### config.mk
export PLATFORM = sky130hd
export DESIGN_NAME = accumulator_vm_execute
export DESIGN_NICKNAME = d
export VERILOG_FILES = /design/src/rtl/avm_pkg.sv /design/src/rtl/avm_exec.sv /design/src/rtl/accumulator_vm_execute.sv
export SDC_FILE = /design/constraint.sdc
export NUM_CORES = 1
export LEC_CHECK = 0
export BUFFER_PORTS_ARGS = -buffer_cell sky130_fd_sc_hd__buf_2
export CAP_MARGIN = 20
export CORE_UTILIZATION = 54
export CTS_CLUSTER_SIZE = 25
export DETAILED_ROUTE_END_ITERATION = 6
export PLACE_DENSITY = 0.74
export SLEW_MARGIN = 25
export SYNTH_ARGS = -nofsm -noshare
export SYNTH_HDL_FRONTEND = slang
export SYNTH_SLANG_ARGS = --single-unit
### constraint.sdc
create_clock -name clock -period 7.2 [get_ports clock]
set_clock_uncertainty 0.2 [all_clocks]
set_input_delay 1.8 -clock clock [delete_from_list [all_inputs] [get_ports clock]]
set_output_delay 1.8 -clock clock [all_outputs]
set_load 0.01 [all_outputs]
### src/rtl/avm_pkg.sv
// Package: beat types, machine state type and opcode codes of the accumulator machine.
package avm_pkg;

   typedef logic [4:0] opcode_type;

   localparam opcode_type OP_NOP  = 5'd0;
   localparam opcode_type OP_LDI  = 5'd1;
   localparam opcode_type OP_RSV2 = 5'd2;
   localparam opcode_type OP_LD   = 5'd3;
   localparam opcode_type OP_RSV4 = 5'd4;
   localparam opcode_type OP_ST   = 5'd5;
   localparam opcode_type OP_LT   = 5'd6;
   localparam opcode_type OP_GT   = 5'd7;
   localparam opcode_type OP_EQI  = 5'd8;
   localparam opcode_type OP_EQ   = 5'd9;
   localparam opcode_type OP_BZ   = 5'd10;
   localparam opcode_type OP_BNZ  = 5'd11;
   localparam opcode_type OP_DLY  = 5'd12;
   localparam opcode_type OP_RSV13 = 5'd13;
   localparam opcode_type OP_LTE  = 5'd14;
   localparam opcode_type OP_GTE  = 5'd15;
   localparam opcode_type OP_HALT = 5'd16;
   localparam opcode_type OP_JMP  = 5'd17;
   localparam opcode_type OP_ADDI = 5'd18;
   localparam opcode_type OP_ADD  = 5'd19;
   localparam opcode_type OP_SUBI = 5'd20;
   localparam opcode_type OP_SUB  = 5'd21;

   typedef struct packed {
      opcode_type         opcode;
      logic signed [31:0] immediate;
      logic signed [31:0] io_value;
      logic               io_is_message;
   } req_type;

   typedef struct packed {
      logic [7:0]         next_pc;
      logic signed [31:0] acc_out;
      logic               halted;
      logic               store_request;
      logic               message_request;
      logic               delay_request;
   } rsp_type;

   typedef struct packed {
      logic signed [31:0] accumulator;
      logic signed [31:0] operand_register;
      logic [7:0]         program_counter;
      logic               halt_flag;
   } state_type;

endpackage

### src/rtl/avm_exec.sv
// Execute logic: one instruction applied to the machine state, purely combinational.
module avm_exec (
   input  avm_pkg::state_type state_cur,
   input  avm_pkg::req_type   instr,
   output avm_pkg::state_type state_nxt,
   output avm_pkg::rsp_type   result
);

   logic signed [31:0] opnd;
   logic signed [31:0] acc;
   logic [7:0]         pc_inc;
   logic [7:0]         target;

   assign acc    = state_cur.accumulator;
   assign pc_inc = state_cur.program_counter + 8'd1;
   assign target = instr.immediate[7:0];

   // Load the operand register first; every reader uses the fresh value.
   always_comb begin
      unique case (instr.opcode)
         avm_pkg::OP_LDI, avm_pkg::OP_EQI, avm_pkg::OP_DLY,
         avm_pkg::OP_ADDI, avm_pkg::OP_SUBI: begin
            opnd = instr.immediate;
         end
         avm_pkg::OP_LD, avm_pkg::OP_LT, avm_pkg::OP_GT, avm_pkg::OP_EQ,
         avm_pkg::OP_LTE, avm_pkg::OP_GTE, avm_pkg::OP_ADD, avm_pkg::OP_SUB: begin
            opnd = instr.io_value;
         end
         default: begin
            opnd = state_cur.operand_register;
         end
      endcase
   end

   always_comb begin
      state_nxt                  = state_cur;
      state_nxt.operand_register = opnd;
      state_nxt.program_counter  = pc_inc;
      result.store_request       = 1'b0;
      result.message_request     = 1'b0;
      result.delay_request       = 1'b0;
      unique case (instr.opcode)
         avm_pkg::OP_NOP: begin
         end
         avm_pkg::OP_LDI, avm_pkg::OP_LD: begin
            state_nxt.accumulator = opnd;
         end
         avm_pkg::OP_ST: begin
            result.message_request = instr.io_is_message;
            result.store_request   = ~instr.io_is_message;
         end
         avm_pkg::OP_LT:  state_nxt.accumulator = {31'd0, acc < opnd};
         avm_pkg::OP_GT:  state_nxt.accumulator = {31'd0, acc > opnd};
         avm_pkg::OP_LTE: state_nxt.accumulator = {31'd0, acc <= opnd};
         avm_pkg::OP_GTE: state_nxt.accumulator = {31'd0, acc >= opnd};
         avm_pkg::OP_EQI, avm_pkg::OP_EQ: begin
            state_nxt.accumulator = {31'd0, acc == opnd};
         end
         avm_pkg::OP_BZ: begin
            state_nxt.program_counter = (acc == 32'sd0) ? target : pc_inc;
         end
         avm_pkg::OP_BNZ: begin
            state_nxt.program_counter = (acc != 32'sd0) ? target : pc_inc;
         end
         avm_pkg::OP_DLY: result.delay_request = 1'b1;
         avm_pkg::OP_JMP: state_nxt.program_counter = target;
         avm_pkg::OP_ADDI, avm_pkg::OP_ADD: state_nxt.accumulator = acc + opnd;
         avm_pkg::OP_SUBI, avm_pkg::OP_SUB: state_nxt.accumulator = acc - opnd;
         avm_pkg::OP_RSV2, avm_pkg::OP_RSV4, avm_pkg::OP_RSV13: begin
            state_nxt.program_counter = state_cur.program_counter;
         end
         default: begin
            // halt and every code past the table
            state_nxt.halt_flag       = 1'b1;
            state_nxt.program_counter = state_cur.program_counter;
         end
      endcase
      result.next_pc = state_nxt.program_counter;
      result.acc_out = state_nxt.accumulator;
      result.halted  = state_nxt.halt_flag;
   end

endmodule

### src/rtl/accumulator_vm_execute.sv
// Top level of the accumulator machine execute block: input register, execute, result register.
//
//   channel | direction | payload           | beat
//   --------+-----------+-------------------+----------------------------------
//   req_    | in        | avm_pkg::req_type | one instruction
//   rsp_    | out       | avm_pkg::rsp_type | machine state and requests after it
//
// An instruction reaches rsp_valid through the input and the result register: its req_ beat
// loads the input register, and a later advance executes it into the result register. One beat per
// cycle sustained while rsp_ready holds; the accumulator, pc and halt feedback closes in the execute step.
// Synchronous reset clears the valid bits and the machine state to zero.
// A stalled rsp_ holds the result register, which holds the input register, which
// drops req_ready; nothing is lost or repeated.
module accumulator_vm_execute (
   input  logic             clock,
   input  logic             reset,
   input  logic             req_valid,
   output logic             req_ready,
   input  avm_pkg::req_type req_data,
   output logic             rsp_valid,
   input  logic             rsp_ready,
   output avm_pkg::rsp_type rsp_data
);

   logic               in_valid_ff;
   logic               in_valid_in;
   avm_pkg::req_type   in_data_ff;
   logic               out_valid_ff;
   logic               out_valid_in;
   avm_pkg::rsp_type   out_data_ff;
   avm_pkg::state_type state_ff;
   avm_pkg::state_type state_in;
   avm_pkg::rsp_type   exec_result;
   logic               advance;
   logic               take;

   // Execute the held instruction when the result register is free or draining.
   assign advance   = in_valid_ff & (~out_valid_ff | rsp_ready);
   assign req_ready = ~in_valid_ff | advance;
   assign take      = req_valid & req_ready;

   avm_exec u_exec (
      .state_cur (state_ff),
      .instr     (in_data_ff),
      .state_nxt (state_in),
      .result    (exec_result)
   );

   always_comb begin
      in_valid_in = take | (in_valid_ff & ~advance);
      out_valid_in = advance | (out_valid_ff & ~rsp_ready);
   end

   // Control state and machine state.
   always_ff @(posedge clock) begin
      if (reset) begin
         in_valid_ff  <= 1'b0;
         out_valid_ff <= 1'b0;
         state_ff     <= '0;
      end else begin
         in_valid_ff  <= in_valid_in;
         out_valid_ff <= out_valid_in;
         if (advance) begin
            state_ff <= state_in;
         end
      end
   end

   // Payload registers: capture on a beat, hold otherwise.
   always_ff @(posedge clock) begin
      if (take) begin
         in_data_ff <= req_data;
      end
      if (advance) begin
         out_data_ff <= exec_result;
      end
   end

   assign rsp_valid = out_valid_ff;
   assign rsp_data  = out_data_ff;

endmodule

==> flow_metrics.tcl <==
set metrics [dict create \
    status "finished, final reports clean" \
    layout_setup_ws_ns 1.11 \
    max_slew_margin_pct 29.1 \
    grt_pass1_wl_um 55200 \
    avgViaCountPerCell 6.48 \
    vias 10900 \
    routedWlPerCell_um 21.2 \
    cts_max_path_buffers 2 \
    yosys_warnings 0 \
    num_rows 54 \
    grt.overflow.total 0 \
    fin_nets 1539 \
    grt_usage_pct 31.9 \
    gp_congestion 0.990 \
    max_freq_mhz 164 \
    p_int_w 0.00207 \
    drv_cap 0 \
    r2r_cells 16 \
    pwr-share-comb_pct 27.4 \
    cts_resized 0 \
    p_sw_w 0.00116 \
    die_h_um 151 \
    clk_latency_ns 0.45 \
    synth_ff_type "edfxtp_1" \
    yosysSeqAreaShare_pct 41.2 \
    grt_max_degree 78 \
    routed_wl_um 35800 \
    drc 0 \
    hold_viol 0 \
    criticalPathCategory "flip-flop to flip-flop" \
    cts_tree "built" \
    avgSynthCellArea_um2 8.96 \
    slew_violations 0 \
    crit_path_start_kind "flip-flop" \
    antenna_found_initial 0 \
    layoutNonFillerInstCount 1689 \
    placed_cells 1657 \
    hold_end "state_ff[18]" \
    final_cell_mix "nor2_1, buf_2, edfxtp_1, a21oi_1, nand2_1" \
    synth_fp_nets 1477 \
    power_density_mw_per_mm2 241 \
    seqPwrFrac_pct 39.6 \
    holdCritStartpoint "state_ff[18]" \
    hold_class "flip-flop to flip-flop" \
    final_common_cell "nor2_1" \
    clkSinkCount 189 \
    clkTransAtPathRegs_ns 0.09 \
    first_iter_violations 1241 \
    start_util_pct 55.0 \
    die_x_um 151 \
    core_area_mm2 0.0218 \
    setup_tns_ns 0 \
    r2r-end "rsp_data[28]" \
    finalSetupViolCount 0 \
    post_cts_buffers 0 \
    vdd_drop_max_v 0.000193 \
    synth.ff_latch_count 189 \
    fin_crit_sh_pct 84.5 \
    end_kind "flip-flop" \
    multi_input_area_mm2 0.00645 \
    htreeDepth 4 \
    seqCellArea_mm2 0.00492 \
    r2r_start "in_data_ff[68]" \
    synth-async-reset-ratio_pct 0 \
    min_delay_path_depth 2 \
    netlist_instances 1334 \
    rsz0062_at_grt "no" \
    r2r_slack_ns 1.11 \
    synth_edf_count 114 \
    ctsHoldBuffers 0 \
    pin_count 120 \
    drtAntennaViolNets 0 \
    die-area_mm2 0.0227 \
    dp_hpwl_um 24900 \
    drive_gt1_share_pct 15.1 \
    diodes 0 \
    syn_to_final_growth_pct 12.0 \
    yosys.cell_types.count 83 \
    cts_root_buf "clkbuf_16" \
    dp_slack_ns 1.20 \
    grt_pass1_vias 10100 \
    firstDrtPassIters 7 \
    port_buffers 119 \
    finalHoldWorstSlack_ns 0.303 \
    cp.arrival_ns 6.08 \
    clockPowerShare_pct 33.0 \
    syn_area_mm2 0.0120 \
    switching_share_pct 35.9 \
    fin_crit_ns 6.09 \
    tightestPinTransition_ns 1.06 \
    cp.required_ns 7.20 \
    fillerInstances 1894 \
    numCtsBuffers 17 \
    power_leakage_nw 5.46 \
    crit_path_max_fanout 32 \
]
[kinds of logic after synthesis]
family / Yosys count / synth area share (%)
flip-flops: 189 / 41.2
buffers and inverters: 158 / 5.15
AO/OA/AOI/OAI: 471 / 27.7
AND/OR/NAND/NOR: 425 / 16.9
adder cells (fa/ha/maj): 69 / 7.35
XOR/XNOR: 12 / 0.879
multiplexers: 10 / 0.879
[per-stage QoR]
step / cell area [µm²] / utilization (%) / power [W]
finish: 13400 / 61.6 / 0.00323
global route: 13400 / 61.6 / 0.00335
CTS: 13400 / 61.6 / 0.00322
detailed placement: 12700 / 58.4 / 0.00216
global placement: 12700 / 58.4 / 0.00215
floorplan: 12000 / - / 0.00190
[routing by layer]
metal / routed length, µm / up-vias / track usage (%)
met2: 16500 / 502 / 50.5
met4: 1100 / 0 / 12.3
met1: 15400 / 5229 / 43.1
li1: - / 5144 / -
met5: 0 / - / 0
met3: 2840 / 70 / 6.11
[cells in the mapped netlist, types with 8 or more instances]
library cell / n / area (µm²)
o211ai_1: 13 / 97.6
a21o_1: 18 / 135
nand2b_1: 17 / 106
o21bai_1: 10 / 75.1
a31oi_1: 13 / 81.3
ha_1: 67 / 838
a211oi_1: 51 / 383
o21a_1: 14 / 105
nand4_1: 10 / 62.6
a22oi_1: 9 / 67.6
edfxtp_1: 114 / 3420
nor4_1: 18 / 113
and2_1: 20 / 125
dfxtp_1: 75 / 1500
and3_1: 8 / 50.1
nor2_1: 160 / 601
a221oi_1: 22 / 193
a211o_1: 11 / 96.3
clkbuf_1: 74 / 278
a221oi_2: 8 / 120
nor2b_1: 18 / 113
xnor2_1: 11 / 96.3
o22ai_1: 10 / 62.6
a22o_1: 16 / 140
inv_1: 63 / 236
a21oi_1: 113 / 566
o221ai_1: 12 / 105
nand3_1: 25 / 125
o21ai_0: 75 / 375
or3_1: 8 / 50.1
nand2_1: 84 / 315
buf_2: 15 / 75.1
nor3_1: 32 / 160
o31ai_1: 10 / 75.1
[worst max-delay path by stage]
stage / cells after the start / end / startpoint
detailed placement: 17 / rsp_data[30] / in_data_ff[68]
global placement: 17 / rsp_data[30] / in_data_ff[68]
CTS: 17 / rsp_data[30] / in_data_ff[68]
global route: 16 / rsp_data[30] / in_data_ff[67]
floorplan: 20 / rsp_data[30] / in_data_ff[68]
finish: 16 / rsp_data[28] / in_data_ff[68]
[power by group through the flow]
stage               sequential [W]  combinational (W)  clock (W)
finish                     0.00128           0.000884    0.00106
global route               0.00129           0.000956    0.00111
CTS                        0.00128           0.000863    0.00107
detailed placement         0.00130           0.000857          0
global placement           0.00130           0.000853          0
floorplan                  0.00129           0.000608          0
[layout make-up]
cell class / count / area share (%)
Timing Repair Buffer: 137 / 5.55
Tap cell: 280 / 2.62
Sequential cell: 189 / 36.8
Clock buffer: 17 / 3.18
Inverter: 64 / 1.81
Clock inverter: 15 / 1.88
Multi-Input combinational cell: 987 / 48.2
[flip-flops by register name, indices dropped and copies added, names as in the netlist]
signal and flops:
rsp_data 44, rsp_valid 1, state_ff 73, in_data_ff 70
in_valid_ff 1
[critical path, cell delays in order (launching register included)]
cell	delay (ns)
edfxtp_1	0.70
nor3b_1	0.56
o211a_1	0.27
nor4_2	0.05
buf_4	0.25
and2_1	0.20
a221oi_1	0.53
inv_1	0.11
ha_1	0.59
nand3_1	0.21
nor3b_1	0.32
nand2_1	0.17
a311o_1	0.42
o21ai_0	0.61
a211oi_1	0.15
a2bb2oi_1	0.21
a211o_1	0.28
Power figures use the tool's default switching activity.
